**src/hdl/cnps_pkg.sv**
```systemverilog
// cnps_pkg: types and constants for the cosine nearest profile search.
// No dependencies.
package cnps_pkg;
  localparam int TRAITS = 5;
  localparam int MAX_PEOPLE = 256;
  localparam int IDX_W = $clog2(MAX_PEOPLE);
  localparam logic [2:0] ANS_MID = 3'd3;
  localparam int PROD_W = 32;
  localparam int SUM_W = 35;

  typedef struct packed {
    logic              func;
    logic [2:0]        answer;
    logic signed [15:0] trait_0;
    logic signed [15:0] trait_1;
    logic signed [15:0] trait_2;
    logic signed [15:0] trait_3;
    logic signed [15:0] trait_4;
    logic              last;
  } in_word_t;

  typedef struct packed {
    logic [7:0]         best_index;
    logic signed [15:0] best_similarity;
    logic               no_profile_error;
    logic signed [15:0] score_0;
    logic signed [15:0] score_1;
    logic signed [15:0] score_2;
    logic signed [15:0] score_3;
    logic signed [15:0] score_4;
  } out_word_t;

  typedef struct packed {
    logic signed [PROD_W-1:0] dot;
    logic [PROD_W-1:0]        usq;
    logic [PROD_W-1:0]        csq;
  } lane_res_t;

  typedef struct packed {
    logic start;
    logic busy;
  } div_ctl_t;
endpackage

```
**src/hdl/cnps_lane.sv**
```systemverilog
// cnps_lane: one trait lane; score update and registered products.
// Depends on cnps_pkg.
module cnps_lane (
  input  logic                      clk,
  input  logic                      rst_n,
  input  logic                      upd,
  input  logic                      load,
  input  logic [2:0]                answer,
  input  logic signed [15:0]        trait,
  output logic signed [15:0]        score,
  output cnps_pkg::lane_res_t       res
);
  import cnps_pkg::*;
  logic signed [15:0] score_r, score_nxt;
  logic signed [3:0]  fac;
  logic signed [20:0] acc;
  lane_res_t res_r;

  assign fac = $signed({1'b0, answer}) - $signed({1'b0, ANS_MID});
  assign acc = 21'(score_r) + 21'(trait) * 21'(fac);
  always_comb begin
    if (acc > 21'sd32767) score_nxt = 16'sh7fff;
    else if (acc < -21'sd32768) score_nxt = 16'sh8000;
    else score_nxt = acc[15:0];
  end

  always_ff @(posedge clk) begin
    if (!rst_n) score_r <= '0;
    else if (upd) score_r <= score_nxt;
  end

  always_ff @(posedge clk) begin
    if (load) begin
      res_r.dot <= PROD_W'(score_r) * PROD_W'(trait);
      res_r.usq <= PROD_W'(PROD_W'(score_r) * PROD_W'(score_r));
      res_r.csq <= PROD_W'(PROD_W'(trait) * PROD_W'(trait));
    end
  end

  assign score = score_r;
  assign res = res_r;
endmodule

```
**config.mk**
```make
export PLATFORM = sky130hd
export DESIGN_NAME = cnps_lane
export DESIGN_NICKNAME = d
export VERILOG_FILES = /design/src/hdl/cnps_pkg.sv /design/src/hdl/cnps_lane.sv
export SDC_FILE = /design/constraint.sdc
export NUM_CORES = 2
export LEC_CHECK = 0
export ABC_AREA = 1
export BUFFER_PORTS_ARGS = -buffer_cell sky130_fd_sc_hd__buf_2
export CAP_MARGIN = 20
export CORE_ASPECT_RATIO = 1.2
export CORE_MARGIN = 2
export CORE_UTILIZATION = 45
export DETAILED_ROUTE_END_ITERATION = 12
export PLACE_DENSITY = 0.65
export SYNTH_ARGS = -nofsm -noshare
export SYNTH_HDL_FRONTEND = slang
export SYNTH_SLANG_ARGS = --single-unit
```
**constraint.sdc**
```tcl
create_clock -name clk -period 15 [get_ports clk]
set_input_delay 1.5 -clock clk [delete_from_list [all_inputs] [get_ports clk]]
set_output_delay 1.5 -clock clk [all_outputs]
set_load 0.05 [all_outputs]
```
==> results.ini <==
[run_status]
outcome=completed

[worst_setup_path]
cp_data_arrival_time_ns=7.63
cp_max_fo=38
cp-start-kind=input port
r2r_slack_ns=8.15
end_kind=flip-flop
critical_path_class=in2reg
critPathRequiredTime_ns=15.17

[place]
finalWeightedCongestion=0.891
dp_hpwl_um=68000
portBuffers=132
dp.cells=5246

[sta]
period_needed_ns=7.45
setup_violations=0
fmax_ghz=0.134
worst_pin_slew_ns=0.989
max_slew_margin=0.340
fin_skew_ns=0.0155
drv_slew=0
final.period_utilization=0.497
rsz0062_at_grt=no
setup_tns_ns=0
hold_viol_final=0

[synth]
synth_cells=4196
muxShareOfSynthArea=0
yosys_warnings=0
synth_edf_count=94
async_flop_share=0
ys_seq_area_frac=0.0887
ys_types=49
synthSimpleGateAreaFrac=0.123
netlist_area_mm2=0.0354
syn_avg_cell_area_um2=8.44
synthXorXnorAreaFrac=0.0309
synth_top_family_by_area=adder cells
synthAdderAreaFrac=0.550
synth-compound-area-share=0.0433
synth_flop_cell=edfxtp_1
yosys_register_bits=110

[finish]
final_common_cell=inv_1
final_cell_mix=inv_1 (1391), nand2_1 (803), fa_1 (793)
finalNetCount=5334
layout.cells.non_filler=5262
final-seq-area_mm2=0.00314
syn_to_final_growth_pct=5.33
insertedDiodeCount=0
multi_input_area_mm2=0.0265
drive_above_1_share=0.0585
fillers=7617

[clocking]
cts_setup_buffers=0
clk-insertion-delay-late_ns=0.41
clock_path_buffers=2
cts_root_buffer=clkbuf_16
cts_hold_buf=0
path_clk_slew_ns=0.08
cts-htree-levels=3
cts_made_buffers=9
numClockSinks=110
post_cts_resized=0
cts_tree=done

[floorplan]
pin_count=135
core_region_area_mm2=0.0779
dieArea_mm2=0.0810
fp.dieW_um=260
initial_utilization=0.455
die_h_um=311
core.rowCount=112

[routing]
ant_nets=0
firstDrtPassIters=5
detail_route.wl_per_cell_um=15.8
routed_via_density=4.84
wirelength_um=83400
post-route-drc-count=0
drt_iter0_markers=1443
vias=25458

[grt]
grt_max_degree=51
grt_antenna_before_repair=1
gr-total-overflow=0
globalRouteTotalUtil=0.223
grt_pass1_wl_um=142000
grt_pass1_vias=28200

[flow_run]
max_cap_viol_count=0

[hold_path]
hold_class=reg2reg

-- logic make-up (layout without fill, tap and decap cells) --
group / count (synthesis) / in the layout
compound gates: 258 / 258
xor+xnor: 125 / 125
fa+ha+maj: 1080 / 1080
buf+inv: 1538 / 1577
flops: 110 / 110
other cells: 1 / 2
simple gates: 1084 / 1084
-- cell usage after synthesis, types with 4 or more instances --
library cell  number  area share
fa_1             793        0.45
nor4_1             6      0.0011
o21bai_1          16      0.0034
buf_1              4     0.00042
nand4_1           15      0.0026
a21boi_0           5      0.0011
a21oi_1          103       0.015
ha_1             287        0.10
nand3_2            4      0.0011
xor2_1            72       0.018
a31oi_1           10      0.0018
inv_2              9     0.00095
a21o_1            16      0.0034
edfxtp_1          94       0.080
clkbuf_1         128       0.014
or2_2              6      0.0011
nand3_1           49      0.0069
nor2_1           147       0.016
nand2_1          803       0.085
dfxtp_1           16      0.0090
inv_1           1391        0.15
nand2_2           27      0.0048
nor3_1            13      0.0018
nand3b_1           4     0.00085
o21ai_0           72       0.010
a21oi_2           15      0.0037
xnor2_1           53       0.013
-- sequential cells by signal, summed over array words and instances, names as in the netlist --
register / flops
res: 94
score: 16
-- path summary, 6_finish.rpt --
check,from,end,depth (start not counted)
max,trait[15],res[90],27
min reg2reg,score[0],res[32],0
max reg2reg,score[12],res[90],26
min,score[0],res[32],0
-- layer usage --
| layer | track usage | part of all wire | up-vias |
|---|---|---|---|
| li1 | - | - | 11966 |
| met4 | 0.0708 | 0.029 | 0 |
| met1 | 0.279 | 0.41 | 12796 |
| met3 | 0.0180 | 0.037 | 117 |
| met2 | 0.405 | 0.52 | 579 |
| met5 | 0 | 0 | - |
-- final cells by class --
class,instances,area share
clock buffers,11,0.00624
clock inverters,5,0.00124
inverters,1401,0.141
multi-input cells,2549,0.709
flip-flops and latches,110,0.0843
well taps,1026,0.0344
repair buffers,160,0.0234
-- critical path, cell delays in order --
cell and delay (ns):
buf_2 0.10, buf_4 0.26, inv_1 0.79, nor2_1 0.12
fa_1 0.52, inv_1 0.05, fa_1 0.47, inv_1 0.05
fa_1 0.48, inv_1 0.05, fa_1 0.47, fa_1 0.50
inv_1 0.05, fa_1 0.44, ha_1 0.39, nand2_1 0.11
nor2_1 0.13, inv_1 0.05, nor2_1 0.28, nand4_1 0.15
nand3_1 0.22, a21o_1 0.18, nand2_1 0.05, inv_1 0.06
nor2_1 0.04, nand2_1 0.05, nand2_1 0.05
-- per-stage QoR --
step | area (µm²) | hold WS, ns | util | setup slack, ns
floorplan | 35400 | 0.772 | - | 7.77
global placement | 37000 | 0.427 | 0.475 | 7.17
detailed placement | 37000 | 0.430 | 0.475 | 7.11
CTS | 37300 | 0.452 | 0.479 | 7.58
global route | 37300 | 0.455 | 0.479 | 7.20
finish | 37300 | 0.445 | 0.479 | 7.55
Power is left out: the tool's default activity adds up to more than one toggle a clock period on the data nets, which glitch-free logic cannot reach.
