==> src/hdl/cnps_pkg.sv <==
// cnps_pkg: types and constants for the cosine nearest profile search.
// No dependencies.
package cnps_pkg;
  localparam int TRAITS = 5;
  localparam int MAX_PEOPLE = 256;
  localparam int IDX_W = $clog2(MAX_PEOPLE);
  localparam logic [2:0] ANS_MID = 3'd3;
  localparam int PROD_W = 32;
  localparam int SUM_W = 35;

  typedef struct packed {
    logic              func;
    logic [2:0]        answer;
    logic signed [15:0] trait_0;
    logic signed [15:0] trait_1;
    logic signed [15:0] trait_2;
    logic signed [15:0] trait_3;
    logic signed [15:0] trait_4;
    logic              last;
  } in_word_t;

  typedef struct packed {
    logic [7:0]         best_index;
    logic signed [15:0] best_similarity;
    logic               no_profile_error;
    logic signed [15:0] score_0;
    logic signed [15:0] score_1;
    logic signed [15:0] score_2;
    logic signed [15:0] score_3;
    logic signed [15:0] score_4;
  } out_word_t;

  typedef struct packed {
    logic signed [PROD_W-1:0] dot;
    logic [PROD_W-1:0]        usq;
    logic [PROD_W-1:0]        csq;
  } lane_res_t;

  typedef struct packed {
    logic start;
    logic busy;
  } div_ctl_t;
endpackage

==> src/hdl/cnps_sqrt.sv <==
// cnps_sqrt: iterative integer square root, one result bit per cycle.
// Depends on cnps_pkg.
module cnps_sqrt (
  input  logic                       clk,
  input  logic                       rst_n,
  input  logic                       start,
  input  logic [cnps_pkg::SUM_W-1:0] n,
  output logic                       busy,
  output logic [17:0]                root
);
  import cnps_pkg::*;
  logic [35:0] rem_r, rem_nxt;
  logic [17:0] root_r, root_nxt;
  logic [35:0] num_r;
  logic [4:0]  cnt_r;
  logic        busy_r;
  logic [37:0] trial;
  logic [37:0] shrem;

  always_comb begin
    shrem = {rem_r, num_r[35:34]};
    trial = {18'd0, root_r, 2'b01};
    if (shrem >= trial) begin
      rem_nxt  = 36'(shrem - trial);
      root_nxt = {root_r[16:0], 1'b1};
    end else begin
      rem_nxt  = shrem[35:0];
      root_nxt = {root_r[16:0], 1'b0};
    end
  end

  always_ff @(posedge clk) begin
    if (!rst_n) begin
      busy_r <= 1'b0;
      cnt_r  <= '0;
    end else if (start) begin
      busy_r <= 1'b1;
      cnt_r  <= 5'd17;
    end else if (busy_r) begin
      if (cnt_r == 5'd0) busy_r <= 1'b0;
      else cnt_r <= cnt_r - 5'd1;
    end
  end

  always_ff @(posedge clk) begin
    if (start) begin
      rem_r  <= '0;
      root_r <= '0;
      num_r  <= 36'(n);
    end else if (busy_r) begin
      rem_r  <= rem_nxt;
      root_r <= root_nxt;
      num_r  <= {num_r[33:0], 2'b00};
    end
  end

  assign busy = busy_r;
  assign root = root_r;
endmodule

==> config.mk <==
export PLATFORM = sky130hd
export DESIGN_NAME = cnps_sqrt
export DESIGN_NICKNAME = d
export VERILOG_FILES = /design/src/hdl/cnps_pkg.sv /design/src/hdl/cnps_sqrt.sv
export SDC_FILE = /design/constraint.sdc
export NUM_CORES = 1
export LEC_CHECK = 0
export ABC_AREA = 1
export BUFFER_PORTS_ARGS = -buffer_cell sky130_fd_sc_hd__buf_2
export CORE_MARGIN = 2
export CORE_UTILIZATION = 56
export CTS_BUF_LIST = sky130_fd_sc_hd__clkbuf_4 sky130_fd_sc_hd__clkbuf_8
export DETAILED_ROUTE_END_ITERATION = 16
export GPL_ROUTABILITY_DRIVEN = 0
export PLACE_DENSITY_LB_ADDON = 0.12
export SETUP_SLACK_MARGIN = 0.4
export SLEW_MARGIN = 10
export SYNTH_ARGS = -nofsm -noshare
export SYNTH_HDL_FRONTEND = slang
export SYNTH_SLANG_ARGS = --single-unit
==> constraint.sdc <==
create_clock -name clk -period 2.2 [get_ports clk]
set_input_delay 0.33 -clock clk [delete_from_list [all_inputs] [get_ports clk]]
set_output_delay 0.33 -clock clk [all_outputs]
set_load 0.01 [all_outputs]
==> impl_metrics.json, run 1 <==
{
  "run_status": "completed",
  "grt_max_degree": 37,
  "power.density_nw_per_um2": 1813,
  "multi_input_comb_area_um2": 3802,
  "ios": 57,
  "dieWidth_um": 108.8,
  "switchingPower_mw": 7.404,
  "fillers": 797,
  "post-route-period-util_pct": 97.28,
  "synth_top_family_by_area": "simple AND/OR/NAND/NOR gates",
  "postPlaceCellArea_um2": 6765,
  "crit_family": "simple AND/OR/NAND/NOR gates",
  "critPathMaxFanout": 6,
  "synth_seq_cells": 96,
  "power_frac_seq_pct": 16.9,
  "antenna_found_initial": 0,
  "insertion_delay_ps": 390,
  "max_stage_delay_ps": 360,
  "sw_frac_of_total_pct": 51.85,
  "antenna_left": 0,
  "drv_slew": 0,
  "criticalPathCategory": "register to register",
  "viasPerCell": 5.527,
  "fin_tns_setup_ps": 0,
  "core.rowCount": 38,
  "ctsRootBufferMaster": "clkbuf_8",
  "start_util_pct": 56.96,
  "syn_nets": 951,
  "arrival_ps": 2460,
  "htree_levels": 3,
  "cts_buffers": 9,
  "grt_pass1_vias": 6239,
  "area.growth.synth_to_final_pct": 28.15,
  "synth-edff-count": 35,
  "grt_overflow": 0,
  "postSynthAreaPerCell_um2": 6.899,
  "route.layer.met1.wl_mm": 7.105,
  "track_usage_pct": 31.90,
  "synthArstFlopShare_pct": 0,
  "yosys_most_used_dff": "dfxtp_1",
  "end_kind": "register",
  "coreArea_um2": 10790,
  "finClkSkew_ps": 9.629,
  "remaining_drc_errors": 0,
  "whs_ps": 185.3,
  "clockPowerShare_pct": 9.3,
  "crit_path_start_kind": "register",
  "synth_top_area_share_pct": 19.87,
  "crit_required_ps": 2520,
  "yosysTopAreaCell": "dfxtp_1",
  "ys_seq_area_share_pct": 36.96,
  "grt_pass1_wl_mm": 29.12,
  "dr_wl_met3_mm": 1.320,
  "wl_met2_mm": 8.579,
  "cts_buffer_depth": 2,
  "p_leak_nw": 3.716,
  "synthXorXnorAreaFrac_pct": 2.565,
  "ys_types": 43,
  "via_count": 6234,
  "synthAdderAreaFrac_pct": 4.478,
  "worstPathCellList": "inv_2 -> ha_4 -> nand2_4 -> inv_2 -> nand2_1 -> nor2_1 -> nand2_2 -> nand3_4 -> nor2_4 -> buf_6 -> buf_6 -> buf_12 -> a21oi_2 -> o21ai_2 -> o21ai_1",
  "hold_viol": 0,
  "power_frac_comb_pct": 73.8,
  "total_power_mw": 14.28,
  "setup_viol": 0,
  "crit_buf_inv": 5,
  "drtPass1Iterations": 7,
  "synthTopCellsByCount": "308 x nand2_1, 100 x inv_1, 70 x nor2_1",
  "stdcell_area_um2": 7878,
  "rsz0062_at_grt": "true",
  "path_clk_slew_ps": 100,
  "maxSlewHeadroom_pct": 43.52,
  "drive_gt1_share_pct": 35.43,
  "max_slew.worst_pin.slew_ps": 846.3,
  "pre_cts_ws_ps": 42.90,
  "max_clock_freq_mhz": 467.2,
  "cts_hold_buf": 0,
  "fin_nets": 1043,
  "yosysWarnings": 0,
  "port_buffers": 56,
  "tritoncts": "done",
  "netlist_area_um2": 6147,
  "fin_crit_ps": 2140,
  "wl_per_cell_um": 16.03,
  "seqCellArea_um2": 2306,
  "synthTopCellsByArea": "dfxtp_1 20%, nand2_1 19%, edfxtp_1 17%, inv_1 6.1%, ha_1 4.5%",
  "top_layer_used": "met4",
  "worst_path_max_delay_cell": "dfxtp_2",
  "worst_slack_ps": 59.79,
  "p_int_mw": 6.877,
  "diodes": 0,
  "cts_sinks": 96,
  "synth_compound_gate_area_share_pct": 9.872,
  "hpwl_mm": 11.97,
  "drt_first_iter_violations": 502,
  "min_path_type": "input port to register",
  "yosysMostFrequentCell": "nand2_1",
  "ir_worst_vdd_mv": 0.9143,
  "synth_cells": 891,
  "drt-total-wl_mm": 18.08,
  "synthSimpleGateAreaFrac_pct": 34.62,
  "dieArea_um2": 11830,
  "synth.mux.area_fraction_pct": 0,
  "drv_cap": 0,
  "die-height_um": 108.8
}
[sequential cells by signal, summed over array words and instances (netlist names)]
| name | cells |
|---|---|
| busy | 1 |
| num_r | 36 |
| rem_r | 36 |
| cnt_r | 5 |
| root | 18 |
[cell families after synthesis]
kind of cell	after synthesis
compound gates	107
xor+xnor	18
fa+ha+maj	22
buf+inv	155
flops	96
simple gates	493
[cell type report]
class / instances / area share [%]
well taps: 140 / 2.224
clock inverters: 6 / 1.159
multi-input cells: 640 / 48.27
flip-flops and latches: 96 / 29.27
repair buffers: 119 / 11.40
clock buffers: 10 / 1.668
inverters: 115 / 5.718
repair inverters: 2 / 0.2859
[worst register-to-register path: stages (launching register included)]
cell and delay, ps:
dfxtp_2 360, inv_2 50, ha_4 300, nand2_4 80
inv_2 80, nand2_1 90, nor2_1 180, nand2_2 100
nand3_4 110, nor2_4 60, buf_6 110, buf_6 110
buf_12 130, a21oi_2 130, o21ai_2 80, o21ai_1 80
[layer usage]
metal  up-vias  GRT usage [%]
li1       3006              -
met1      2823          36.21
met2       311          54.37
met3        94          7.352
met4         0          19.51
met5         -              0
[power by group through the flow]
stage               Clock, mW  Sequential (mW)  Combinational, mW
global route             1.41             2.44               11.3
detailed placement          0             2.43               7.63
global placement            0             2.42               7.54
CTS                      1.34             2.41               9.59
floorplan                   0             2.37               5.92
finish                   1.32             2.42               10.5
[metrics by stage]
step / std cells / util [%]
after global placement: 1061 / 62.68
after floorplan: 891 / -
after global routing: 1128 / 72.99
final: 1128 / 72.99
after CTS: 1124 / 71.98
after detailed placement: 1061 / 62.68
[final timing paths]
check	slack, ps	cells past startpoint	from	end
worst min register to register	460	2	rem_r[34]	rem_r[34]
worst max-delay path	60	15	root[17]	rem_r[17]
worst min-delay path	190	3	n[0]	num_r[0]
worst max register to register	60	15	root[17]	rem_r[17]
[cells in the final DEF, fill, tap and decap left out, types with 5 or more instances in the layout]
| master | count |
|---|---|
| xnor2_1 | 5 |
| buf_6 | 8 |
| nand2_1 | 282 |
| nor2_2 | 11 |
| ha_4 | 19 |
| nand2_4 | 12 |
| inv_1 | 71 |
| nor2_1 | 62 |
| edfxtp_1 | 35 |
| dfxtp_1 | 36 |
| clkbuf_8 | 9 |
| nand3_1 | 39 |
| nand2_2 | 37 |
| a21oi_2 | 13 |
| o21ai_0 | 17 |
| inv_2 | 39 |
| o21ai_1 | 18 |
| a21oi_1 | 15 |
| buf_4 | 48 |
| o21ai_2 | 14 |
| nand4_1 | 9 |
| xor2_1 | 13 |
| nor2_4 | 12 |
| buf_2 | 56 |
| nand3_2 | 12 |
| dfxtp_2 | 24 |
| o22ai_1 | 19 |
[what timing repair did]
item | CTS | global route
endpoints found under the hold margin | 0 | 0
pin swaps | 53 | 18
buffers inserted | 42 | 4
gates resized for setup | 118 | 24
gates cloned | 5 | 0
endpoints found under the setup margin | 37 | 86
Power figures use the tool's default switching activity.
==> run 2: changes to the inputs <==
--- a/config.mk
+++ b/config.mk
@@ -5,10 +5,11 @@
 export SDC_FILE = /design/constraint.sdc
 export NUM_CORES = 1
 export LEC_CHECK = 0
-export ABC_AREA = 1
 export BUFFER_PORTS_ARGS = -buffer_cell sky130_fd_sc_hd__buf_2
+export CELL_PAD_IN_SITES_DETAIL_PLACEMENT = 2
+export CELL_PAD_IN_SITES_GLOBAL_PLACEMENT = 2
 export CORE_MARGIN = 2
-export CORE_UTILIZATION = 56
+export CORE_UTILIZATION = 35
 export CTS_BUF_LIST = sky130_fd_sc_hd__clkbuf_4 sky130_fd_sc_hd__clkbuf_8
 export DETAILED_ROUTE_END_ITERATION = 16
 export GPL_ROUTABILITY_DRIVEN = 0
==> run 2 against run 1 <==
Compared with the run above: the flow now finishes with violations (negative setup slack); area after synthesis is 10% lower; combinational power is 55% lower; setup slack worse by 670 ps; die area is 42% higher; utilization is 19 points lower; sequential power is 9.5% lower; register-to-register slack worse by 670 ps; critical path depth is 3 lower; count of clock-buffer cells in the layout is 1 lower; global-route usage is 3.7 points lower; total power is 43% lower; sequential share of layout area is 1.7 points lower.
==> impl_metrics.json, run 2 <==
{
  "critPathMaxFanout": 4,
  "ys_types": 71,
  "drtPass1Iterations": 5,
  "total_power_mw": 8.203,
  "multi_input_comb_area_um2": 3669,
  "drt_first_iter_violations": 279,
  "violations": "negative setup slack",
  "min_path_type": "input port to register",
  "hold_path_depth": 2,
  "synth_top_family_by_area": "compound AO/OA/AOI/OAI gates",
  "core.rowCount": 45,
  "drive_gt1_share_pct": 55.41,
  "crit_required_ps": 2500,
  "postSynthAreaPerCell_um2": 9.801,
  "die-height_um": 129.7,
  "port_buffers": 56,
  "fillers": 1524,
  "p_leak_nw": 3.396,
  "whs_ps": 175.3,
  "cts_buffers": 9,
  "synthXorXnorAreaFrac_pct": 4.436,
  "post-route-period-util_pct": 127.6,
  "yosysTopAreaCell": "dfxtp_1",
  "power_frac_comb_pct": 57.6,
  "antenna_left": 0,
  "cts_buffer_depth": 2,
  "sw_frac_of_total_pct": 42.36,
  "grt_pass1_wl_mm": 35.47,
  "dieArea_um2": 16820,
  "start_util_pct": 36.09,
  "insertion_delay_ps": 430,
  "seqCellArea_um2": 2292,
  "synthTopCellsByArea": "dfxtp_1 22%, edfxtp_1 19%, mux2_2 6.9%, nor2_1 5.1%, ha_1 5.0%",
  "remaining_drc_errors": 0,
  "worst_path_max_delay_cell": "or3_4",
  "rsz0062_at_grt": "true",
  "area.growth.synth_to_final_pct": 50.43,
  "yosysWarnings": 0,
  "r2r_cells": 12,
  "drv_slew": 0,
  "crit_path_start_kind": "register",
  "synth_top_area_share_pct": 22.09,
  "clockPowerShare_pct": 15.7,
  "hold_viol": 0,
  "synthSimpleGateAreaFrac_pct": 15.60,
  "drt-total-wl_mm": 27.61,
  "synthTopCellsByCount": "75 x nor2_1, 61 x dfxtp_1, 35 x edfxtp_1",
  "fin_crit_ps": 2807,
  "tritoncts": "done",
  "grt_pass1_vias": 6048,
  "netlist_area_um2": 5528,
  "grt_max_degree": 54,
  "yosys_most_used_dff": "dfxtp_1",
  "drv_cap": 0,
  "ios": 57,
  "fin_nets": 822,
  "path_clk_slew_ps": 130,
  "switchingPower_mw": 3.475,
  "power_frac_seq_pct": 26.7,
  "max_stage_delay_ps": 430,
  "antenna_found_initial": 0,
  "setup_viol": 37,
  "synth_cells": 564,
  "track_usage_pct": 28.19,
  "synthAdderAreaFrac_pct": 4.980,
  "ir_worst_vdd_mv": 0.3579,
  "maxSlewHeadroom_pct": 62.50,
  "coreArea_um2": 15310,
  "wl_per_cell_um": 28.23,
  "yosysMostFrequentCell": "nor2_1",
  "worstPathCellList": "inv_2 -> ha_4 -> or3_4 -> o22ai_4 -> o21ai_4 -> buf_6 -> o41ai_4 -> buf_4 -> a311oi_1 -> a211oi_1 -> o211a_1 -> nor3_2",
  "synth.mux.area_fraction_pct": 11.27,
  "cts_sinks": 96,
  "p_int_mw": 4.728,
  "ys_seq_area_share_pct": 41.10,
  "final_common_cell": "buf_4",
  "viasPerCell": 5.695,
  "run_status": "finished with violations",
  "ctsRootBufferMaster": "clkbuf_8",
  "syn_nets": 624,
  "end_kind": "register",
  "final_cell_mix": "145 x buf_4, 71 x nor2_1, 55 x buf_2",
  "power.density_nw_per_um2": 986.5,
  "via_count": 5570,
  "dieWidth_um": 129.7,
  "max_slew.worst_pin.slew_ps": 558.2,
  "finClkSkew_ps": 43.67,
  "fin_tns_setup_ps": -17580,
  "worst_slack_ps": -607.4,
  "synth_seq_cells": 96,
  "grt_overflow": 0,
  "criticalPathCategory": "register to register",
  "synth_compound_gate_area_share_pct": 16.03,
  "htree_levels": 3,
  "arrival_ps": 3110,
  "diodes": 0,
  "hpwl_mm": 13.16,
  "pre_cts_ws_ps": -634.4,
  "max_clock_freq_mhz": 356.2,
  "cts_hold_buf": 0,
  "synth-edff-count": 35,
  "synthArstFlopShare_pct": 0
}
==> run 2: changes by cell type after synthesis, sizes merged, moves of 16 or more <==
cell / change
a211oi: +23
mux2i: +24
o21ai: -30
nand3: -40
mux2: +34
inv: -86
o22ai: -18
a21oi: -16
nand2: -308
==> run 2: power groups by stage <==
| stage | logic [mW] | registers [mW] | clock network (mW) |
|---|---|---|---|
| after floorplan | 1.74 | 2.16 | 0 |
| after global placement | 2.86 | 2.16 | 0 |
| after detailed placement | 2.99 | 2.18 | 0 |
| after CTS | 3.64 | 2.15 | 1.25 |
| after global routing | 4.90 | 2.20 | 1.35 |
| final | 4.73 | 2.19 | 1.29 |
==> run 2: final timing paths <==
kind             from   endpoint  slack, ps
max reg2reg   root[1]  rem_r[19]       -610
min reg2reg  cnt_r[1]   cnt_r[1]        540
max           root[1]  rem_r[19]       -610
min             rst_n       busy        180
==> run 2: cell families (layout without fill, tap and decap cells) <==
kind of cell	count (synthesis)	count (layout)
AOI/OAI and AO/OA	117	117
DFF	96	96
xor gates and xnor gates	28	28
buffers and inverters	71	274
and+or+nand+nor	172	172
adders and majority gates	22	22
muxes	58	58
==> run 2: layout make-up <==
class | instances | area share, %
timing repair buffer | 231 | 21.52
inverter | 27 | 1.264
clock inverter | 7 | 0.8727
tap | 211 | 3.175
sequential | 96 | 27.57
multi-input combinational | 397 | 44.12
clock buffer | 9 | 1.490
==> run 2: critical path, delay by kind of cell, from the launching register on <==
kind	cells	cell delay, ps
AOI/OAI and AO/OA	6	1250
adders and majority gates	1	180
buffers and inverters	3	410
DFF	1	370
and+or+nand+nor	2	470
==> run 2: layer usage <==
layer	wire [µm]	up-vias	GRT usage, %
met2	14630	181	53.13
li1	-	2411	-
met1	10800	2891	31.40
met5	0	-	0
met4	1267	0	11.26
met3	907	87	4.624
==> run 2: through the flow <==
stage,util (%),instance area (µm²),cells
after floorplan,-,5633,564
after global placement,45.30,6938,921
after detailed placement,45.30,6938,921
after CTS,50.86,7789,963
after global routing,54.30,8315,978
final,54.30,8315,978
==> run 2: timing repair <==
action,4_1_cts,5_1_grt
pin swaps,48,34
buffers inserted,24,15
gates resized for setup,106,81
endpoints found under the setup margin,37,38
gates cloned,2,0
