$ cat src/hdl/cnps_pkg.sv
// cnps_pkg: types and constants for the cosine nearest profile search.
// No dependencies.
package cnps_pkg;
  localparam int TRAITS = 5;
  localparam int MAX_PEOPLE = 256;
  localparam int IDX_W = $clog2(MAX_PEOPLE);
  localparam logic [2:0] ANS_MID = 3'd3;
  localparam int PROD_W = 32;
  localparam int SUM_W = 35;

  typedef struct packed {
    logic              func;
    logic [2:0]        answer;
    logic signed [15:0] trait_0;
    logic signed [15:0] trait_1;
    logic signed [15:0] trait_2;
    logic signed [15:0] trait_3;
    logic signed [15:0] trait_4;
    logic              last;
  } in_word_t;

  typedef struct packed {
    logic [7:0]         best_index;
    logic signed [15:0] best_similarity;
    logic               no_profile_error;
    logic signed [15:0] score_0;
    logic signed [15:0] score_1;
    logic signed [15:0] score_2;
    logic signed [15:0] score_3;
    logic signed [15:0] score_4;
  } out_word_t;

  typedef struct packed {
    logic signed [PROD_W-1:0] dot;
    logic [PROD_W-1:0]        usq;
    logic [PROD_W-1:0]        csq;
  } lane_res_t;

  typedef struct packed {
    logic start;
    logic busy;
  } div_ctl_t;
endpackage

$ cat src/hdl/cnps_div.sv
// cnps_div: restoring divider producing a saturated 17-bit quotient.
// Depends on cnps_pkg.
module cnps_div (
  input  logic                 clk,
  input  logic                 rst_n,
  input  cnps_pkg::div_ctl_t   ctl_in,
  input  logic [32:0]          mag,
  input  logic [35:0]          den,
  output logic                 busy,
  output logic [16:0]          quo
);
  import cnps_pkg::*;
  // quotient of (mag<<15)/den, clamped to 17 bits (>=131072 -> all ones is fine,
  // since caller clamps at 32767 or 32768)
  logic [47:0] num_r;
  logic [36:0] rem_r;
  logic [35:0] den_r;
  logic [16:0] q_r;
  logic        ovf_r;
  logic [5:0]  cnt_r;
  logic        busy_r;
  logic [37:0] sh;
  logic [37:0] dif;

  assign sh  = {rem_r, num_r[47]};
  assign dif = sh - {2'b00, den_r};

  always_ff @(posedge clk) begin
    if (!rst_n) begin
      busy_r <= 1'b0;
      cnt_r  <= '0;
    end else if (ctl_in.start) begin
      busy_r <= 1'b1;
      cnt_r  <= 6'd47;
    end else if (busy_r) begin
      if (cnt_r == 6'd0) busy_r <= 1'b0;
      else cnt_r <= cnt_r - 6'd1;
    end
  end

  always_ff @(posedge clk) begin
    if (ctl_in.start) begin
      num_r <= {mag, 15'd0};
      rem_r <= '0;
      den_r <= den;
      q_r   <= '0;
      ovf_r <= 1'b0;
    end else if (busy_r) begin
      num_r <= {num_r[46:0], 1'b0};
      if (!dif[37]) begin
        rem_r <= dif[36:0];
        if (q_r[16]) ovf_r <= 1'b1;
        q_r <= {q_r[15:0], 1'b1};
      end else begin
        rem_r <= sh[36:0];
        if (q_r[16]) ovf_r <= 1'b1;
        q_r <= {q_r[15:0], 1'b0};
      end
    end
  end

  assign busy = busy_r;
  assign quo  = ovf_r ? 17'h1ffff : q_r;
endmodule

$ cat config.mk
export PLATFORM = sky130hd
export DESIGN_NAME = cnps_div
export DESIGN_NICKNAME = d
export VERILOG_FILES = /design/src/hdl/cnps_pkg.sv /design/src/hdl/cnps_div.sv
export SDC_FILE = /design/constraint.sdc
export NUM_CORES = 1
export LEC_CHECK = 0
export BUFFER_PORTS_ARGS = -buffer_cell sky130_fd_sc_hd__buf_2
export CAP_MARGIN = 20
export CORE_MARGIN = 2
export CORE_UTILIZATION = 35
export CTS_BUF_LIST = sky130_fd_sc_hd__clkbuf_4 sky130_fd_sc_hd__clkbuf_8 sky130_fd_sc_hd__clkbuf_16
export DETAILED_ROUTE_END_ITERATION = 16
export SYNTH_ARGS = -nofsm -noshare
export SYNTH_HDL_FRONTEND = slang
export SYNTH_SLANG_ARGS = --single-unit
$ cat constraint.sdc
create_clock -name clk -period 4.6 [get_ports clk]
set_input_delay 0.69 -clock clk [delete_from_list [all_inputs] [get_ports clk]]
set_output_delay 0.69 -clock clk [all_outputs]
set_load 0.005 [all_outputs]
==> results of run 1 <==
==> Yosys cell counts, types with 3 or more instances <==
library cell	n	area share
mux2i_1	17	0.023
xnor2_1	20	0.024
clkbuf_1	24	0.012
inv_1	46	0.023
o21ai_1	4	0.0027
buf_2	10	0.0068
edfxtp_1	69	0.28
o21a_1	12	0.012
nand4_1	9	0.0076
or2_2	17	0.014
o22ai_1	3	0.0025
or3_1	3	0.0025
a21o_1	15	0.015
nor2_1	66	0.034
buf_4	4	0.0041
o21ai_0	49	0.033
o221ai_1	6	0.0071
and2_1	5	0.0042
mux2_2	32	0.049
nor2b_1	5	0.0042
and3_1	4	0.0034
a311oi_1	26	0.031
o211ai_1	6	0.0061
dfxtp_1	62	0.17
nand2b_1	8	0.0068
a31oi_1	4	0.0034
nor3_1	7	0.0047
o31ai_1	3	0.0031
nand3_1	35	0.024
a21oi_1	44	0.030
nand2_1	51	0.026
o21bai_1	4	0.0041
ha_1	38	0.064
xor2_1	14	0.017
==> power by group through the flow <==
stage                     registers, W  clock network, W  logic, W
after floorplan                0.00139                 0  0.000495
after global placement         0.00140                 0  0.000632
after detailed placement       0.00140                 0  0.000635
after CTS                      0.00138           0.00139  0.000640
after global routing           0.00139           0.00143  0.000720
final                          0.00138           0.00135  0.000641
==> worst max path at each step <==
stage | start | endpoint | slack, ns | cells past startpoint
CTS | den_r[6] | rem_r[35] | 1.18 | 12
detailed placement | den_r[6] | rem_r[35] | 1.19 | 12
global route | den_r[6] | rem_r[35] | 0.95 | 12
finish | den_r[6] | rem_r[35] | 1.18 | 12
global placement | den_r[4] | rem_r[33] | 1.00 | 11
floorplan | den_r[15] | rem_r[36] | 1.98 | 11
==> layer usage <==
metal,part of all wire,vias up,track usage,routed length (um)
met5,0,-,0,0
met3,0.042,21,0.03670,701
met1,0.50,2712,0.2163,8442
met2,0.44,131,0.2498,7448
li1,-,2912,-,-
met4,0.013,0,0.04762,222
==> sequential cells by signal, indices dropped and copies added (netlist names) <==
register / count
cnt_r: 6
den_r: 36
ovf_r: 1
busy: 1
rem_r: 37
num_r: 33
q_r: 17
==> stage by stage <==
| stage | cells | worst slack [ns] | power (W) |
|---|---|---|---|
| final | 1122 | 1.179 | 0.003372 |
| after global routing | 1122 | 0.9479 | 0.003543 |
| after CTS | 1122 | 1.180 | 0.003407 |
| after detailed placement | 1090 | 1.192 | 0.002039 |
| after global placement | 1089 | 1.003 | 0.002035 |
| after floorplan | 757 | 1.978 | 0.001880 |
==> cells by family after synthesis <==
kind of cell	synth area share
buffers and inverters	0.04831
muxes	0.07186
and+or+nand+nor	0.1436
AOI/OAI and AO/OA	0.1800
adders and majority gates	0.06712
DFF	0.4488
xor gates and xnor gates	0.04034
==> critical path, stage by stage (launching register included) <==
cell and delay (ns):
edfxtp_1 0.33, inv_1 0.04, ha_1 0.36, a21oi_1 0.22, nand2_1 0.10, o211ai_1 0.19, nand2_1 0.16, a31oi_2 0.44
o32ai_4 0.18, o21a_1 0.44, buf_8 0.28, or4_1 0.51, nand4_1 0.10
==> area by class of cell <==
| cell class | instances | share of cell area |
|---|---|---|
| multi-input cells | 539 | 0.4281 |
| flip-flops and latches | 131 | 0.3823 |
| repair buffers | 99 | 0.06263 |
| clock buffers | 17 | 0.04906 |
| well taps | 275 | 0.03968 |
| inverters | 46 | 0.01991 |
| clock inverters | 15 | 0.01833 |
==> metrics, run 1 <==
status=complete, no violations; First-pass DRT Iterations=6; Net Sw Frac=0.2991; arrival time of the worst setup path=between 3 and 4 ns; CTS Hold Bufs=0; Hold WC Path Type=in -> reg; clock latency on the worst-skew pair=about 0.43 ns; Cells after Synth=~760; Least-Margin Pin Slew=0.8917 ns; footprint of the multi-input gates=roughly 0.0037 mm2; initial antenna violation count=0; Sw Pwr=0.001008 W; CTS root buf=clkbuf_16; # DRC=0; Post-Syn Area=0.007382 mm2; sequential power share=0.409; area post-placement=just over 0.008 mm2; fin nets=~950; setup TNS=0 ns; core area=approximately 0.021 mm2; Register-to-Register Path Depth=12; RSZ-0062 raised after global routing=no; DR vias/cell=5.148; Min-Delay Path Depth=1; P_int=roughly 0.0024 W; commonest non-fill, non-tap cell in the layout=buf_2; fmax=292.3 MHz; via count of the routed design=between 5000 and 6000; worst-path maximum fanout=18; syn nets=approximately 870; Crit. End Element=flip-flop; pin count of the biggest net entering global routing=97; WHS Endpoint=den_r[10]; Overflow after GRT=0; antenna cells=0; YS warnings=0; die area=0.02227 mm2; Post-synth EDFFs=69; dpl hpwl=approximately 11000 um; CTS Buf Count=17; WS Path Type=reg -> reg; fin util=0.4151; Setup Buffers After CTS=0; Comb power frac=0.190; Post-DRT Antenna Nets=0; number of max-cap violations=0; Syn Area/Cell=just under 10 um2; prevailing post-synth register cell=edfxtp_1; Worst setup SP type=flip-flop; flops & latches, synth=131; drt wl/cell=about 15 um; worst r2r src=den_r[6]; Async S/R FF share, synth=0; chip height=between 100 and 150 um; Clk pwr share=0.401; final hold slack=0.4312 ns; post_cts resized=0; Final setup viols=0; Slew HR=0.4033; Total Routing Usage GR=0.1583; I/O Pins=91; CTS tree=yes; Final Skew=around 0.018 ns; pwr/cell area=between 300 and 400 mW/mm2; Final period util=0.7437; max-slew violations=0; Initial Utilization=0.3534; WL final=16820 um; GP Congestion=0.8803; sequential share of the synthesized area=0.4488; FP Rows=53; leakage=~3.6 nW; H-tree depth=4; r2r setup slk=roughly 1.2 ns; Sink Count=approximately 130; Port-buffer cells=89; Starting DRT DRC Count=409; Worst VDD drop=between 200 and 300 uV; die width=roughly 150 um; CP required=4.96 ns; reg2reg end=rem_r[35]; area grow syn2layout=17.46%; Seq. cell area=around 0.0033 mm2; Worst Hold Launch=den[10]; final hold viol count=0; share of cells above drive strength 1=0.2255; Max Root-Sink Buffers=2; minimum clock period=roughly 3.4 ns; Final Cell Area=~0.0087 mm2; vias in the first global route=5710; Netlist cell types=a little under 60; # fillers=between 2000 and 2500; most frequent cells in the layout=88 x buf_2, 69 x edfxtp_1, 66 x nor2_1; CTS clk-pin slew, worst paths=around 0.060 ns; global-route wire length before repair=around 28000 um
(Power assumes the default switching activity.)
==> run 2, diff against run 1 <==
- clock period: 4.6 -> 2.9 ns (I/O delays scaled with it)
==> run 2 against run 1 <==
Flip-flop and latch count unchanged. Combinational power up 100%. Die area did not move. Final cell count increased by 4.4%. Design area up 11%. Largest power group is now clock. Register-to-register slack got worse by 1.1 ns. Critical path depth increased by 2. Count of clock-buffer cells in the layout did not move. Sequential power is 59% higher. Clock skew shrank 0.0074 ns.
==> metrics, run 2 (same netlist as run 1, synthesis figures left out) <==
status=complete, no violations (unchanged); Final Skew=0.01006 ns (was 0.01750 ns); number of max-cap violations=0 (unchanged); FP Rows=53 (unchanged); die width=149.2 um (unchanged); initial antenna violation count=0 (unchanged); # fillers=1978 (was 2089); Final setup viols=0 (unchanged); Clk pwr share=0.403 (was 0.401); Slew HR=0.6356 (was 0.4033); H-tree depth=4 (unchanged); fmax=349.8 MHz (was 292.3 MHz); Post-DRT Antenna Nets=0 (unchanged); via count of the routed design=6058 (was 5776); drt wl/cell=15.51 um (was 14.99 um); Initial Utilization=0.3534 (unchanged); Overflow after GRT=0 (unchanged); Sw Pwr=0.001743 W (was 0.001008 W); most frequent cells in the layout=88 x buf_2, 69 x edfxtp_1, 65 x nor2_1 (was 88 x buf_2, 69 x edfxtp_1, 66 x nor2_1); WL final=18160 um (was 16820 um); Biggest register=rem_r (unchanged); chip height=149.2 um (unchanged); Worst setup SP type=flip-flop (unchanged); CTS tree=yes (unchanged); RSZ-0062 raised after global routing=yes (was no); biggest regs=rem_r (37), den_r (36), num_r (33) (unchanged); pwr/cell area=605.8 mW/mm2 (was 388.8 mW/mm2); Net Sw Frac=0.2989 (was 0.2991); area post-placement=0.008377 mm2 (was 0.008087 mm2); Sink Count=131 (unchanged); arrival time of the worst setup path=3.18 ns (was 3.78 ns); dpl hpwl=12040 um (was 11310 um); Seq. cell area=0.003314 mm2 (unchanged); DR vias/cell=5.173 (was 5.148); pin count of the biggest net entering global routing=63 (was 97); minimum clock period=2.859 ns (was 3.421 ns); WS Path Type=reg -> reg (unchanged); Starting DRT DRC Count=474 (was 409); die area=0.02227 mm2 (unchanged); Crit. End Element=flip-flop (unchanged); fin nets=995 (was 946); final hold viol count=0 (unchanged); area grow syn2layout=30.41% (was 17.46%); core area=0.02089 mm2 (unchanged); global-route wire length before repair=29510 um (was 28480 um); max reg flops=37 (unchanged); Final period util=0.9858 (was 0.7437); share of cells above drive strength 1=0.3504 (was 0.2255); CTS clk-pin slew, worst paths=0.07 ns (was 0.06 ns); footprint of the multi-input gates=0.004179 mm2 (was 0.003712 mm2); Comb power frac=0.221 (was 0.190); P_int=0.004089 W (was 0.002363 W); final hold slack=0.1766 ns (was 0.4312 ns); # DRC=0 (unchanged); Final Cell Area=0.009627 mm2 (was 0.008671 mm2); I/O Pins=91 (unchanged); Hold WC Path Type=in -> reg (unchanged); Port-buffer cells=89 (unchanged); clock latency on the worst-skew pair=0.43 ns (about the same); Worst VDD drop=468.5 uV (was 268.6 uV); GP Congestion=0.8771 (was 0.8803); CTS root buf=clkbuf_16 (unchanged); sequential power share=0.376 (was 0.409); CTS Buf Count=17 (unchanged); vias in the first global route=5922 (was 5710); antenna cells=0 (unchanged); First-pass DRT Iterations=4 (was 6); Max Root-Sink Buffers=2 (unchanged); Least-Margin Pin Slew=0.5408 ns (was 0.8917 ns); CP required=3.22 ns (was 4.96 ns); max-slew violations=0 (unchanged); commonest non-fill, non-tap cell in the layout=buf_2 (unchanged); worst-path maximum fanout=8 (was 18); Total Routing Usage GR=0.1651 (was 0.1583); Power Total=0.005831 W (was 0.003372 W); leakage=3.939 nW (was 3.615 nW)
[run 2: power groups by stage]
stage	Combinational (W)	Sequential, W	Clock, W
after detailed placement	0.00111	0.00222	0
after global placement	0.00110	0.00222	0
final	0.00129	0.00219	0.00235
after global routing	0.00143	0.00221	0.00249
after floorplan	0.000785	0.00220	0
after CTS	0.00112	0.00218	0.00241
[run 2: what timing repair did]
item                                    in CTS  in global routing
cloned                                       0                  2
hold buffers                                 0                  0
endpoints found under the setup margin      12                 38
pin swaps                                    1                 45
buffers inserted                             1                  9
resized for setup                            5                 98
[run 2: worst paths after layout]
| path | start | endpoint | slack [ns] | cells after the start |
|---|---|---|---|---|
| worst min register to register | rem_r[22] | rem_r[22] | 0.49 | 2 |
| worst max register to register | den_r[2] | rem_r[0] | 0.04 | 14 |
| worst min-delay path | den[3] | den_r[3] | 0.18 | 1 |
| worst max-delay path | den_r[2] | rem_r[0] | 0.04 | 14 |
[run 2: critical path, cell delays in order (launching register included)]
cell and delay (ns):
edfxtp_1 0.37, inv_2 0.07, ha_4 0.19, buf_6 0.12, o211ai_1 0.19, a21oi_2 0.08
o211ai_1 0.21, nand2_2 0.11, a31oi_4 0.27, o32ai_4 0.15, buf_6 0.15, o21ai_4 0.30
buf_6 0.21, nand3_1 0.09, a32o_1 0.25
[run 2: stage by stage]
| step | setup TNS (ns) | cells | util | worst slack [ns] |
|---|---|---|---|---|
| after global placement | -0.07729 | 1128 | 0.4010 | -0.02551 |
| final | 0 | 1171 | 0.4609 | 0.04124 |
| after CTS | -0.01775 | 1161 | 0.4329 | -0.01775 |
| after floorplan | 0 | 757 | - | 0.2783 |
| after detailed placement | -0.2671 | 1128 | 0.4010 | -0.08861 |
| after global routing | -2.815 | 1171 | 0.4609 | -0.1158 |
[run 2: metal layers]
metal / track usage / share of wire
met5: 0 / 0
met4: 0.05143 / 0.017
met3: 0.04281 / 0.043
met2: 0.2551 / 0.47
met1: 0.2267 / 0.47
[run 2: cell type report]
| cell class | instances | area share |
|---|---|---|
| clock buffers | 17 | 0.04419 |
| clock inverters | 15 | 0.02171 |
| inverters | 46 | 0.01794 |
| multi-input cells | 539 | 0.4341 |
| flip-flops and latches | 131 | 0.3443 |
| well taps | 275 | 0.03574 |
| repair buffers | 148 | 0.1020 |
==> run 3, diff against run 2 <==
- REMOVE_ABC_BUFFERS: default -> 1
==> run 3 against run 2 <==
Final cell count down 0.43%. Worst setup slack lost 0.029 ns. Critical path depth up 1. Sequential power is essentially flat. Maximum frequency down 1.0%. Power fell by 3.2%. Via count fell by 1.4%. Wire length down 3.3%. Hold slack hardly changed. Largest cell class unchanged. First-iteration DRC count fell by 25%. Non-clock buffer count down 5.
==> metrics, run 3 (same netlist as run 1, synthesis figures left out) <==
DR vias/cell=5.125 (was 5.173); Starting DRT DRC Count=354 (was 474); max reg flops=37 (unchanged); H-tree depth=4 (unchanged); Seq. cell area=0.003314 mm2 (unchanged); minimum clock period=2.888 ns (was 2.859 ns); most frequent cells in the layout=88 x buf_2, 69 x edfxtp_1, 65 x nor2_1 (unchanged); RSZ-0062 raised after global routing=yes (unchanged); Final Skew=0.01299 ns (was 0.01006 ns); share of cells above drive strength 1=0.3075 (was 0.3504); Crit. End Element=flip-flop (unchanged); clock latency on the worst-skew pair=0.43 ns (about the same); Sink Count=131 (unchanged); Worst setup SP type=flip-flop (unchanged); fmax=346.2 MHz (was 349.8 MHz); fin util=0.4488 (was 0.4609); CP required=3.21 ns (was 3.22 ns); # DRC=0 (unchanged); Post-DRT Antenna Nets=0 (unchanged); Least-Margin Pin Slew=0.5323 ns (was 0.5408 ns); Max Root-Sink Buffers=2 (unchanged); Total Routing Usage GR=0.1557 (was 0.1651); status=complete, no violations (unchanged); Overflow after GRT=0 (unchanged); global-route wire length before repair=27880 um (was 29510 um); CTS tree=yes (unchanged); CTS root buf=clkbuf_16 (unchanged); area grow syn2layout=26.98% (was 30.41%); setup TNS=0 ns (unchanged); Power Total=0.005644 W (was 0.005831 W); fin nets=990 (was 995); Final setup viols=0 (unchanged); Biggest register=rem_r (unchanged); WS Path Type=reg -> reg (unchanged); vias in the first global route=5884 (was 5922); chip height=149.2 um (unchanged); biggest regs=rem_r (37), den_r (36), num_r (33) (unchanged); footprint of the multi-input gates=0.004030 mm2 (was 0.004179 mm2); Final period util=0.9959 (was 0.9858); pwr/cell area=602.0 mW/mm2 (was 605.8 mW/mm2); max-slew violations=0 (unchanged); die area=0.02227 mm2 (unchanged); WL final=17560 um (was 18160 um); I/O Pins=91 (unchanged); FP Rows=53 (unchanged); pin count of the biggest net entering global routing=66 (was 63); Initial Utilization=0.3534 (unchanged); worst-path maximum fanout=7 (was 8); Hold WC Path Type=in -> reg (unchanged); r2r setup slk=0.01 ns (was 0.04 ns); antenna cells=0 (unchanged); Final Cell Area=0.009374 mm2 (was 0.009627 mm2); commonest non-fill, non-tap cell in the layout=buf_2 (unchanged); core area=0.02089 mm2 (unchanged); # fillers=2008 (was 1978); via count of the routed design=5976 (was 6058); Port-buffer cells=89 (unchanged); arrival time of the worst setup path=3.20 ns (was 3.18 ns); First-pass DRT Iterations=5 (was 4); dpl hpwl=11710 um (was 12040 um); Slew HR=0.6414 (was 0.6356); area post-placement=0.008319 mm2 (was 0.008377 mm2); initial antenna violation count=0 (unchanged); final hold viol count=0 (unchanged); drt wl/cell=15.06 um (was 15.51 um); leakage=3.860 nW (was 3.939 nW); number of max-cap violations=0 (unchanged); CTS Buf Count=17 (unchanged); Worst VDD drop=436.4 uV (was 468.5 uV); CTS clk-pin slew, worst paths=0.07 ns (about the same); GP Congestion=0.8454 (was 0.8771); die width=149.2 um (unchanged)
==> run 3: cell count changes in the layout (fill, tap and decap cells not counted), moves of 3 or more <==
| cell | before | now |
|---|---|---|
| nand3_1 | 17 | 35 |
| nand3_2 | 17 | 0 |
| a311oi_1 | 10 | 26 |
| a311oi_2 | 16 | 0 |
| inv_8 | 6 | 0 |
| ha_4 | 9 | 13 |
| ha_1 | 27 | 24 |
| inv_6 | 4 | 7 |
| nand2_1 | 47 | 50 |
| nand2_2 | 4 | 1 |
==> run 3: final cells by class <==
class	count	share of cell area
Clock buffer	19	0.04765
Timing Repair Buffer	143	0.09810
Tap cell	275	0.03671
Clock inverter	13	0.01562
Multi-Input combinational cell	539	0.4299
Inverter	46	0.01842
Sequential cell	131	0.3536
==> run 3: worst max-delay path, cell delays in order, from the launching register on <==
cell	delay, ns
edfxtp_1	0.38
inv_2	0.08
ha_4	0.19
buf_6	0.11
o211ai_1	0.21
a21oi_2	0.08
o211ai_1	0.16
nand2_1	0.14
a31oi_4	0.23
o32ai_4	0.16
buf_6	0.16
nor3_4	0.22
buf_6	0.14
buf_8	0.13
o21ai_1	0.06
a311oi_1	0.32
==> run 3: layer usage <==
metal | share of wire | GRT usage
met3 | 0.057 | 0.05352
met5 | 0 | 0
met1 | 0.46 | 0.1996
met2 | 0.47 | 0.2477
met4 | 0.014 | 0.04810
==> run 3: final timing paths <==
check              end  cells after the start  startpoint
max           rem_r[6]                     15    den_r[2]
min          den_r[25]                      1     den[25]
max reg2reg   rem_r[6]                     15    den_r[2]
min reg2reg  rem_r[22]                      2   rem_r[22]
==> run 3: power breakdown <==
part | internal (W) | total, W | switching [W] | leakage (nW)
Combinational | 0.000584 | 0.00126 | 0.000680 | 2.38
Clock | 0.00131 | 0.00219 | 0.000873 | 0.291
Sequential | 0.00211 | 0.00219 | 0.0000816 | 1.19
Total | 0.00401 | 0.00564 | 0.00163 | 3.86
==> run 3: repair_timing <==
action / 4_1_cts / 5_1_grt
buffers inserted: 2 / 8
pin swaps: 4 / 35
gates cloned: 0 / 2
gates resized for setup: 9 / 66
endpoints found under the setup margin: 34 / 37
hold buffers: 0 / 0
==> run 3: through the flow <==
step                worst slack (ns)  instances  hold WS (ns)
detailed placement          -0.03846       1122        0.4749
floorplan                    -0.5829        716        0.4518
finish                       0.01181       1166        0.1771
global route                 -0.1353       1166        0.1617
global placement            -0.01475       1122        0.4797
CTS                         0.004052       1156        0.1535
